<file path="config.mk">
export PLATFORM = sky130hd
export DESIGN_NAME = terminal_line_editor
export DESIGN_NICKNAME = d
export VERILOG_FILES = /design/src/rtl/core/tle_pkg.sv /design/src/rtl/core/tle_dp.sv /design/src/rtl/core/tle_ctrl.sv /design/src/rtl/core/terminal_line_editor.sv
export SDC_FILE = /design/constraint.sdc
export NUM_CORES = 1
export LEC_CHECK = 0
export BUFFER_PORTS_ARGS = -buffer_cell sky130_fd_sc_hd__buf_2
export CAP_MARGIN = 40
export CORE_AREA = 10 10 195 334
export CTS_CLUSTER_SIZE = 14
export DETAILED_ROUTE_END_ITERATION = 8
export DIE_AREA = 0 0 205 344
export HOLD_SLACK_MARGIN = 0.02
export SETUP_SLACK_MARGIN = 0.15
export SYNTH_ARGS = -nofsm -noshare
export SYNTH_HDL_FRONTEND = slang
export SYNTH_SLANG_ARGS = --single-unit
</file>
<file path="constraint.sdc">
create_clock -name aclk -period 8.2 [get_ports aclk]
set_input_delay 1.23 -clock aclk [delete_from_list [all_inputs] [get_ports aclk]]
set_output_delay 1.23 -clock aclk [all_outputs]
set_load 0.02 [all_outputs]
</file>
<file path="src/rtl/core/tle_pkg.sv">
// Shared types and constants for the terminal line editor.
package tle_pkg;

    // Classified action for one received byte
    typedef logic [1:0] act_t;
    localparam act_t ACT_NONE = 2'd0;
    localparam act_t ACT_CR   = 2'd1;
    localparam act_t ACT_BS   = 2'd2;
    localparam act_t ACT_CHAR = 2'd3;

    // Parser modes
    typedef logic [1:0] mode_t;
    localparam mode_t MODE_PLAIN = 2'd0;
    localparam mode_t MODE_ESC   = 2'd1;
    localparam mode_t MODE_CSI   = 2'd2;

    // Result word kinds
    typedef logic [1:0] kind_t;
    localparam kind_t KIND_ECHO = 2'd0;
    localparam kind_t KIND_CMD  = 2'd1;
    localparam kind_t KIND_END  = 2'd2;

    // Output byte select
    typedef logic [2:0] sel_t;
    localparam sel_t SEL_PROMPT = 3'd0;
    localparam sel_t SEL_LF     = 3'd1;
    localparam sel_t SEL_CMD    = 3'd2;
    localparam sel_t SEL_END    = 3'd3;
    localparam sel_t SEL_BS     = 3'd4;
    localparam sel_t SEL_SP     = 3'd5;
    localparam sel_t SEL_CHAR   = 3'd6;

    // Character codes
    localparam logic [7:0] CH_BS     = 8'd8;
    localparam logic [7:0] CH_LF     = 8'd10;
    localparam logic [7:0] CH_CR     = 8'd13;
    localparam logic [7:0] CH_ESC    = 8'd27;
    localparam logic [7:0] CH_SP     = 8'd32;
    localparam logic [7:0] CH_DEL    = 8'd127;
    localparam logic [7:0] CH_PROMPT = 8'd62;  // '>'
    localparam logic [7:0] CH_LBRK   = 8'd91;  // '['
    localparam logic [7:0] CH_UA     = 8'd65;  // 'A'
    localparam logic [7:0] CH_LZ     = 8'd122; // 'z'
    localparam logic [7:0] CH_NUL    = 8'd0;

    // Commands from controller to datapath
    typedef struct packed {
        logic accept;   // take the input word and update line state
        logic load;     // load the output register
        sel_t sel;
        logic last;
        logic idx_clr;  // restart the command walk
        logic idx_inc;  // advance the command walk
        logic len_clr;  // clear the line
    } ctrl_cmd_t;

    // Status from datapath to controller
    typedef struct packed {
        act_t act;
        logic prompt_hit;
        logic line_empty;
        logic walk_last;
    } dp_status_t;

endpackage

</file>
<file path="src/rtl/core/tle_dp.sv">
// Datapath: parser state, line store, command walk and output register.
module tle_dp #(
    parameter int LINE_BUFFER_SIZE = 64
) (
    input  logic                  aclk,
    input  logic                  aresetn,
    input  tle_pkg::ctrl_cmd_t    cmd,
    output tle_pkg::dp_status_t   status,
    input  logic [7:0]            s_rx_byte,
    output logic [7:0]            m_out_byte,
    output logic [1:0]            m_out_kind,
    output logic                  m_last_of_run
);

    localparam int LEN_W = $clog2(LINE_BUFFER_SIZE);
    localparam logic [LEN_W-1:0] LEN_MAX = LEN_W'(LINE_BUFFER_SIZE - 3);

    logic [7:0]         line_mem [LINE_BUFFER_SIZE];

    tle_pkg::mode_t     mode_reg, mode_next;
    logic               pp_reg;
    logic               prompt_hit_reg;
    tle_pkg::act_t      act_reg, act_next;
    logic [7:0]         rx_reg;
    logic [LEN_W-1:0]   len_reg, len_next;
    logic [LEN_W-1:0]   idx_reg, idx_next;
    logic [LEN_W-1:0]   rd_addr;
    logic [7:0]         rd_data_reg;
    logic [7:0]         byte_reg, byte_next;
    tle_pkg::kind_t     kind_reg, kind_next;
    logic               last_reg;
    logic               plain;
    logic               printable;

    // Decode the incoming word against current mode
    always_comb begin
        plain     = (mode_reg != tle_pkg::MODE_ESC) && (mode_reg != tle_pkg::MODE_CSI);
        printable = (s_rx_byte >= tle_pkg::CH_SP) && (s_rx_byte < tle_pkg::CH_DEL);
        act_next  = tle_pkg::ACT_NONE;
        mode_next = tle_pkg::MODE_PLAIN;
        if (mode_reg == tle_pkg::MODE_ESC) begin
            mode_next = (s_rx_byte == tle_pkg::CH_LBRK) ? tle_pkg::MODE_CSI
                                                        : tle_pkg::MODE_PLAIN;
        end else if (mode_reg == tle_pkg::MODE_CSI) begin
            mode_next = (s_rx_byte >= tle_pkg::CH_UA && s_rx_byte <= tle_pkg::CH_LZ)
                        ? tle_pkg::MODE_PLAIN : tle_pkg::MODE_CSI;
        end else if (s_rx_byte == tle_pkg::CH_ESC) begin
            mode_next = tle_pkg::MODE_ESC;
        end
        if (plain) begin
            if (s_rx_byte == tle_pkg::CH_CR) begin
                act_next = tle_pkg::ACT_CR;
            end else if (s_rx_byte == tle_pkg::CH_BS) begin
                if (len_reg != '0) begin
                    act_next = tle_pkg::ACT_BS;
                end
            end else if (printable && (len_reg < LEN_MAX)) begin
                act_next = tle_pkg::ACT_CHAR;
            end
        end
    end

    always_comb begin
        len_next = len_reg;
        if (cmd.len_clr) begin
            len_next = '0;
        end else if (cmd.accept && act_next == tle_pkg::ACT_CHAR) begin
            len_next = len_reg + LEN_W'(1);
        end else if (cmd.accept && act_next == tle_pkg::ACT_BS) begin
            len_next = len_reg - LEN_W'(1);
        end
    end

    // Command walk index; read address runs one word ahead of the output
    always_comb begin
        if (cmd.idx_clr) begin
            idx_next = '0;
        end else if (cmd.idx_inc) begin
            idx_next = idx_reg + LEN_W'(1);
        end else begin
            idx_next = idx_reg;
        end
        rd_addr = idx_next;
    end

    always_ff @(posedge aclk) begin
        if (!aresetn) begin
            mode_reg       <= tle_pkg::MODE_PLAIN;
            pp_reg         <= 1'b1;
            prompt_hit_reg <= 1'b0;
            act_reg        <= tle_pkg::ACT_NONE;
            len_reg        <= '0;
            idx_reg        <= '0;
        end else begin
            if (cmd.accept) begin
                mode_reg       <= mode_next;
                pp_reg         <= 1'b0;
                prompt_hit_reg <= pp_reg;
                act_reg        <= act_next;
            end
            len_reg <= len_next;
            idx_reg <= idx_next;
        end
    end

    always_ff @(posedge aclk) begin
        if (cmd.accept) begin
            rx_reg <= s_rx_byte;
        end
        if (cmd.accept && act_next == tle_pkg::ACT_CHAR) begin
            line_mem[len_reg] <= s_rx_byte;
        end
        rd_data_reg <= line_mem[rd_addr];
    end

    always_comb begin
        kind_next = tle_pkg::KIND_ECHO;
        case (cmd.sel)
            tle_pkg::SEL_PROMPT: byte_next = tle_pkg::CH_PROMPT;
            tle_pkg::SEL_LF:     byte_next = tle_pkg::CH_LF;
            tle_pkg::SEL_CMD: begin
                byte_next = rd_data_reg;
                kind_next = tle_pkg::KIND_CMD;
            end
            tle_pkg::SEL_END: begin
                byte_next = tle_pkg::CH_NUL;
                kind_next = tle_pkg::KIND_END;
            end
            tle_pkg::SEL_BS:     byte_next = tle_pkg::CH_BS;
            tle_pkg::SEL_SP:     byte_next = tle_pkg::CH_SP;
            tle_pkg::SEL_CHAR:   byte_next = rx_reg;
            default:             byte_next = tle_pkg::CH_NUL;
        endcase
    end

    always_ff @(posedge aclk) begin
        if (cmd.load) begin
            byte_reg <= byte_next;
            kind_reg <= kind_next;
            last_reg <= cmd.last;
        end
    end

    assign status.act        = act_reg;
    assign status.prompt_hit = prompt_hit_reg;
    assign status.line_empty = (len_reg == '0);
    assign status.walk_last  = ({1'b0, idx_reg} + (LEN_W + 1)'(1)) == {1'b0, len_reg};

    assign m_out_byte    = byte_reg;
    assign m_out_kind    = kind_reg;
    assign m_last_of_run = last_reg;

endmodule

</file>
<file path="src/rtl/core/tle_ctrl.sv">
// Controller: sequences the result words for each received word.
module tle_ctrl (
    input  logic                aclk,
    input  logic                aresetn,
    input  logic                s_valid,
    output logic                s_ready,
    output logic                m_valid,
    input  logic                m_ready,
    input  tle_pkg::dp_status_t status,
    output tle_pkg::ctrl_cmd_t  cmd
);

    localparam logic [3:0] ST_IDLE     = 4'd0;
    localparam logic [3:0] ST_DISPATCH = 4'd1;
    localparam logic [3:0] ST_PROMPT   = 4'd2;
    localparam logic [3:0] ST_LF       = 4'd3;
    localparam logic [3:0] ST_CMD      = 4'd4;
    localparam logic [3:0] ST_END      = 4'd5;
    localparam logic [3:0] ST_PROMPT2  = 4'd6;
    localparam logic [3:0] ST_BS1      = 4'd7;
    localparam logic [3:0] ST_SP       = 4'd8;
    localparam logic [3:0] ST_BS2      = 4'd9;
    localparam logic [3:0] ST_CHAR     = 4'd10;

    logic [3:0] state_reg, state_next;
    logic       m_valid_reg, m_valid_next;
    logic       slot_free;

    function automatic logic [3:0] act_state(input tle_pkg::act_t act);
        logic [3:0] st;
        unique case (act)
            tle_pkg::ACT_CR:   st = ST_LF;
            tle_pkg::ACT_BS:   st = ST_BS1;
            tle_pkg::ACT_CHAR: st = ST_CHAR;
            default:           st = ST_IDLE;
        endcase
        return st;
    endfunction

    assign slot_free = !m_valid_reg || m_ready;

    always_comb begin
        cmd          = '0;
        state_next   = state_reg;
        m_valid_next = m_valid_reg && !m_ready;
        unique case (state_reg)
            ST_IDLE: begin
                if (s_valid) begin
                    cmd.accept = 1'b1;
                    state_next = ST_DISPATCH;
                end
            end
            ST_DISPATCH: begin
                state_next = status.prompt_hit ? ST_PROMPT : act_state(status.act);
            end
            ST_PROMPT: begin
                if (slot_free) begin
                    cmd.load   = 1'b1;
                    cmd.sel    = tle_pkg::SEL_PROMPT;
                    cmd.last   = (status.act == tle_pkg::ACT_NONE);
                    state_next = act_state(status.act);
                end
            end
            ST_LF: begin
                if (slot_free) begin
                    cmd.load    = 1'b1;
                    cmd.sel     = tle_pkg::SEL_LF;
                    cmd.idx_clr = 1'b1;
                    state_next  = status.line_empty ? ST_END : ST_CMD;
                end
            end
            ST_CMD: begin
                if (slot_free) begin
                    cmd.load    = 1'b1;
                    cmd.sel     = tle_pkg::SEL_CMD;
                    cmd.idx_inc = 1'b1;
                    state_next  = status.walk_last ? ST_END : ST_CMD;
                end
            end
            ST_END: begin
                if (slot_free) begin
                    cmd.load    = 1'b1;
                    cmd.sel     = tle_pkg::SEL_END;
                    cmd.len_clr = 1'b1;
                    state_next  = ST_PROMPT2;
                end
            end
            ST_PROMPT2: begin
                if (slot_free) begin
                    cmd.load   = 1'b1;
                    cmd.sel    = tle_pkg::SEL_PROMPT;
                    cmd.last   = 1'b1;
                    state_next = ST_IDLE;
                end
            end
            ST_BS1: begin
                if (slot_free) begin
                    cmd.load   = 1'b1;
                    cmd.sel    = tle_pkg::SEL_BS;
                    state_next = ST_SP;
                end
            end
            ST_SP: begin
                if (slot_free) begin
                    cmd.load   = 1'b1;
                    cmd.sel    = tle_pkg::SEL_SP;
                    state_next = ST_BS2;
                end
            end
            ST_BS2: begin
                if (slot_free) begin
                    cmd.load   = 1'b1;
                    cmd.sel    = tle_pkg::SEL_BS;
                    cmd.last   = 1'b1;
                    state_next = ST_IDLE;
                end
            end
            ST_CHAR: begin
                if (slot_free) begin
                    cmd.load   = 1'b1;
                    cmd.sel    = tle_pkg::SEL_CHAR;
                    cmd.last   = 1'b1;
                    state_next = ST_IDLE;
                end
            end
            default: state_next = ST_IDLE;
        endcase
        if (cmd.load) begin
            m_valid_next = 1'b1;
        end
    end

    always_ff @(posedge aclk) begin
        if (!aresetn) begin
            state_reg   <= ST_IDLE;
            m_valid_reg <= 1'b0;
        end else begin
            state_reg   <= state_next;
            m_valid_reg <= m_valid_next;
        end
    end

    assign s_ready = (state_reg == ST_IDLE);
    assign m_valid = m_valid_reg;

    // Never overwrite a word the receiver has not taken
    a_no_overwrite: assert property (@(posedge aclk) disable iff (!aresetn)
        cmd.load |-> (!m_valid_reg || m_ready))
        else $error("output word overwritten");

    // An accepted word is always dispatched next
    a_dispatch: assert property (@(posedge aclk) disable iff (!aresetn)
        cmd.accept |=> (state_reg == ST_DISPATCH))
        else $error("accept not followed by dispatch");

    // The command walk only runs on a carriage return
    a_walk_cr: assert property (@(posedge aclk) disable iff (!aresetn)
        (state_reg == ST_CMD) |-> (status.act == tle_pkg::ACT_CR))
        else $error("command walk without carriage return");

endmodule

</file>
<file path="src/rtl/core/terminal_line_editor.sv">
// Top level of the terminal line editor: controller plus datapath.
//   Input channel (s_valid/s_ready/s_rx_byte) takes one received terminal
//   byte per word. Result channel (m_valid/m_ready/m_out_byte/m_out_kind/
//   m_last_of_run) delivers echo text (kind 0), command bytes (kind 1) and
//   the command end marker (kind 2); m_last_of_run flags the final result
//   word caused by one input word.
//   Timing: one input word is handled at a time. Accept moves the
//   sequencer from idle to dispatch; then each result word is loaded into
//   the output register once the register is free. A printable byte gives
//   its echo, and a carriage return on a line of N stored bytes gives a
//   line feed, the N bytes, the end marker and a prompt; a pending prompt
//   comes first. s_ready returns right after the last result word is
//   loaded, so the next input can be taken while that word still waits.
//   The command walk reads one line store entry per cycle while the
//   receiver keeps up. A word that yields no result goes from dispatch
//   back to idle, which takes the next word. Reset: parse mode goes to
//   plain, the line is cleared and a '>' prompt is queued ahead of the
//   first byte's results. No clearing pass is needed. Stalls: while m_ready
//   is low the result word holds and the sequencer waits; nothing is dropped.
module terminal_line_editor #(
    parameter int LINE_BUFFER_SIZE = 64
) (
    input  logic       aclk,
    input  logic       aresetn,
    input  logic       s_valid,
    output logic       s_ready,
    input  logic [7:0] s_rx_byte,
    output logic       m_valid,
    input  logic       m_ready,
    output logic [7:0] m_out_byte,
    output logic [1:0] m_out_kind,
    output logic       m_last_of_run
);

    tle_pkg::ctrl_cmd_t  cmd;
    tle_pkg::dp_status_t status;

    // Sequencer: decides which word to emit next and when
    tle_ctrl u_ctrl (
        .aclk    (aclk),
        .aresetn (aresetn),
        .s_valid (s_valid),
        .s_ready (s_ready),
        .m_valid (m_valid),
        .m_ready (m_ready),
        .status  (status),
        .cmd     (cmd)
    );

    // Line state, line store and output register
    tle_dp #(
        .LINE_BUFFER_SIZE (LINE_BUFFER_SIZE)
    ) u_dp (
        .aclk          (aclk),
        .aresetn       (aresetn),
        .cmd           (cmd),
        .status        (status),
        .s_rx_byte     (s_rx_byte),
        .m_out_byte    (m_out_byte),
        .m_out_kind    (m_out_kind),
        .m_last_of_run (m_last_of_run)
    );

    // A run still in progress keeps the input closed
    a_run_blocks_input: assert property (@(posedge aclk) disable iff (!aresetn)
        (m_valid && !m_last_of_run) |-> !s_ready)
        else $error("input open during an unfinished run");

    // End marker carries a zero byte
    a_end_zero: assert property (@(posedge aclk) disable iff (!aresetn)
        (m_valid && m_out_kind == tle_pkg::KIND_END) |-> (m_out_byte == tle_pkg::CH_NUL))
        else $error("end marker with nonzero byte");

    // A command byte is never the last word of a run
    a_cmd_not_last: assert property (@(posedge aclk) disable iff (!aresetn)
        (m_valid && m_out_kind == tle_pkg::KIND_CMD) |-> !m_last_of_run)
        else $error("command byte flagged last");

endmodule
</file>
==> results.txt <==
- Status: finished clean
* Cell type with the highest aggregate area in the netlist: sky130_fd_sc_hd__edfxtp_1
* Detail Route Antenna Nets: 0
- The first detailed-routing pass took 6 iterations.
- Clock power frac: between 30% and 40%
- Final non-filler cell total: around 2700
- Of all nets on the critical path, the largest fanout is 68.
* Routability Congestion: 0.925
- Number of antenna violations at the first check in global routing: 2
* Final period util: around three fifths
* Register clock-pin slew on the reported worst setup and hold paths: 0.06 ns
- STA classifies the critical path endpoint as a flip-flop.
- Setup total negative slack on the finished layout was measured at 0 ns.
- Path type of the worst min-delay path: flip-flop to flip-flop
* Fin. Hold Viols: 0
* Net switching component of the power: roughly 1.2 mW
* Fraction of post-synthesis cell area in the top cell type by area: between 60% and 70%
- Number of DRC violations after detailed routing: 0
- Setup repair after global routing missed its margin: false
- The die covers about 71000 um2.
- Worst-Skew Late Latency: 0.59 ns
- In the final design database the tool counted 1943 nets.
- At the worst endpoint, the required time is between 8 and 9 ns.
* Reg2reg path depth: 11
- Combinational cells account for ~4.5% of the total power.
- Sw Share: 21.2%
* Fraction of final layout cells with drive strength greater than 1: under 10%
* Most instantiated flip-flop cell in the synthesis netlist: sky130_fd_sc_hd__edfxtp_1
- In the final routed layout, each cell accounts on average for 24.4 um.
* Number of port buffers: 24
- Entering global routing, the biggest net connects 97 pins.
* Shortest period the worst path allows: ~4.9 ns
- Derived from the worst setup path, the maximum achievable clock frequency is between 200 and 250 MHz.
- Area growth from synthesis to layout: 11.3%
* IO Count: 25
* Vias/cell: about 5.7
* Number of placed instances, taps included: ~2600
* Max-slew headroom: a little over a third
* Terminus of the critical flop-to-flop path: u_dp.rd_data_reg[1]$_DFF_P_
- CTS saw ~560 sinks.
- The number of antenna diodes in the final layout is 0.
- The finished cells cover 26100 um2.
- Reg-to-reg setup timing slack: ~3.4 ns
- Global routing consumed, over all layers together, between 10% and 20% of the routing resources.
* Worst hold margin: 0.455 ns
- In this run the power density over the cells is about 220 nW/um2.
- Largest register FFs: around 510
- The first global-routing pass estimated 99.0 mm of wire.
- Least-Margin Pin Slew: 0.948 ns
- Worst Path Class, Setup: input port to flip-flop
- The clock passes through at most 3 buffers.
- By count the netlist is led by sky130_fd_sc_hd__edfxtp_1, sky130_fd_sc_hd__nand2_1, sky130_fd_sc_hd__nand3_1.
* Cell-internal power: 4.50 mW
- HPWL after DPL: roughly 43 mm
- Buffers inserted during clock tree synthesis total just under 50.
- PnR Total Power: roughly 5.7 mW
- The worst hold path begins at u_dp.pp_reg$_SDFFE_PN1P_.
- The tree is rooted in a sky130_fd_sc_hd__clkbuf_16.
- Worst reg2reg path startpoint: u_ctrl.state_reg[0]$_SDFFE_PN0P_
- The worst hold path passes through 2 cells.
* Die X-Extent: around 210 um
- Counting flops per register, the top entry is u_dp.line_mem.
- Depth of the CTS H-tree: 2
- Global routing finished with a remaining overflow of 0.
- Number of placement rows: roughly 120
* Postcts setup bufs: 0
* End-of-flow core utilization: between 40 and 50%
- The number of global-route vias before repair came to about 15000.
- Of the total power, registers draw a little under three fifths.
- Synth Warn #: 0
- Initial DRC Count: 1355
* Number of synthesized flops with an enable pin: 531
- A synthesized cell averages approximately 12 um2.
- Hold-fix buffers at CTS: 0
- The die is 344 um tall.
- OpenSTA, run right after detailed placement, puts the worst setup slack at 2.77 ns.
- TritonCTS clock tree: done
- Max-cap violations in this run came to 0.
* Worst Path Arrival: 5.34 ns
* Post-synthesis sequential element count: 562
- Setup violations remaining at the end of the flow were counted as 0.
* Starting utilization of the core area: between 30% and 40%
* Portion of the post-synthesis area used by sequential elements: 70.5%
* Static leakage: between 8 and 9 nW
* Placed standard-cell area: 24600 um2
- The worst setup path is launched from an input port.
* Via count: between 15000 and 20000
- Number of instances in the synthesized netlist: 1887
- Cell Area, Synth: around 23000 um2
- Share of flip-flops with an asynchronous set or reset after synthesis: 0%
* Largest cells by area after synthesis: sky130_fd_sc_hd__edfxtp_1, sky130_fd_sc_hd__nand2_1, sky130_fd_sc_hd__nand3_1
* Total detailed-routing wirelength: about 67 mm
- For the final database, setup skew stands at 0.0287 ns.
- VDD sags by at most about 0.15 mV.
* Final worst-path setup slack: between 3 and 4 ns
* Worst Hold End: u_dp.pp_reg$_SDFFE_PN1P_
- Cell with the most instances after synthesis: sky130_fd_sc_hd__edfxtp_1
- Number of instances resized during post-cts repair: 0
- Cell variety after synth: 77
- Final Slew Violations: 0
- In this run the standard cell core region covers 59200 um2.
[cells by family after synthesis]
family          after synthesis  share of synthesized area (%)
compound gates              260                           8.26
xor+xnor                     15                          0.559
fa+ha+maj                    11                          0.618
buf+inv                     130                           2.32
flops                       562                           70.5
mux                          10                          0.650
other cells                   1                         0.0160
simple gates                898                           17.0
[worst max-delay path, stage by stage]
cell and delay (ns):
sky130_fd_sc_hd__buf_2 0.08, sky130_fd_sc_hd__nand2b_1 0.44, sky130_fd_sc_hd__nand3_1 0.26, sky130_fd_sc_hd__mux2i_2 0.21, sky130_fd_sc_hd__buf_4 0.24, sky130_fd_sc_hd__nand2_4 0.62, sky130_fd_sc_hd__buf_4 0.77, sky130_fd_sc_hd__a211oi_1 0.18
sky130_fd_sc_hd__a311oi_1 0.35, sky130_fd_sc_hd__o32ai_1 0.19, sky130_fd_sc_hd__buf_2 0.24, sky130_fd_sc_hd__a2111oi_2 0.35
[power by group through the flow]
stage,clock network (mW),registers [mW],logic (mW)
after detailed placement,0,3.26,0.255
after floorplan,0,3.24,0.153
after global routing,2.39,3.20,0.278
after global placement,0,3.26,0.249
final,2.26,3.20,0.256
after CTS,2.29,3.20,0.256
[cell type report]
class | instances | area, um2
clock buffers | 71 | 1380
inverters | 11 | 41.3
fillers | 5344 | 33100
repair buffers | 78 | 548
clock inverters | 12 | 136
multi-input cells | 1218 | 6490
well taps | 780 | 976
flip-flops and latches | 562 | 16600
[routing by layer]
metal  GRT usage, %  vias to the layer above  wire [um]  part of all wire [%]
met3           2.45                      154       3960                   5.9
met2           32.9                      636      34600                    52
met5              0                        -         27                 0.041
li1               -                     7007          -                     -
met4           10.6                        4       3650                   5.5
met1           21.3                     7855      24400                    37
[worst max path at each step]
stage,startpoint,end,cells after the start
6_report,m_ready,u_dp.rd_data_reg[1]$_DFF_P_,12
5_1_grt,m_ready,u_dp.rd_data_reg[2]$_DFF_P_,12
4_1_cts,m_ready,u_dp.rd_data_reg[2]$_DFF_P_,12
3_5_place_dp,m_ready,u_dp.rd_data_reg[2]$_DFF_P_,12
3_3_place_gp,m_ready,u_dp.rd_data_reg[4]$_DFF_P_,11
2_1_floorplan,u_ctrl.state_reg[1]$_SDFFE_PN0P_,u_dp.len_reg[5]$_SDFFE_PP0P_,16
[placed cells by master, fill, tap and decap left out, drive strengths merged, types with 13 or more instances in the layout]
cell type | Yosys | final
dfxtp | 31 | 31
clkbuf | 63 | 71
a21oi | 45 | 45
nor2 | 107 | 107
o21ai | 21 | 21
edfxtp | 531 | 531
buf | 56 | 78
nand3 | 189 | 189
a31oi | 21 | 21
or4 | 13 | 13
a2111oi | 14 | 14
a211oi | 29 | 29
a311oi | 18 | 18
nor3 | 19 | 19
a21boi | 36 | 36
conb | 1 | 24
and3 | 51 | 51
nand2 | 465 | 465
Power figures use the tool's default switching activity.
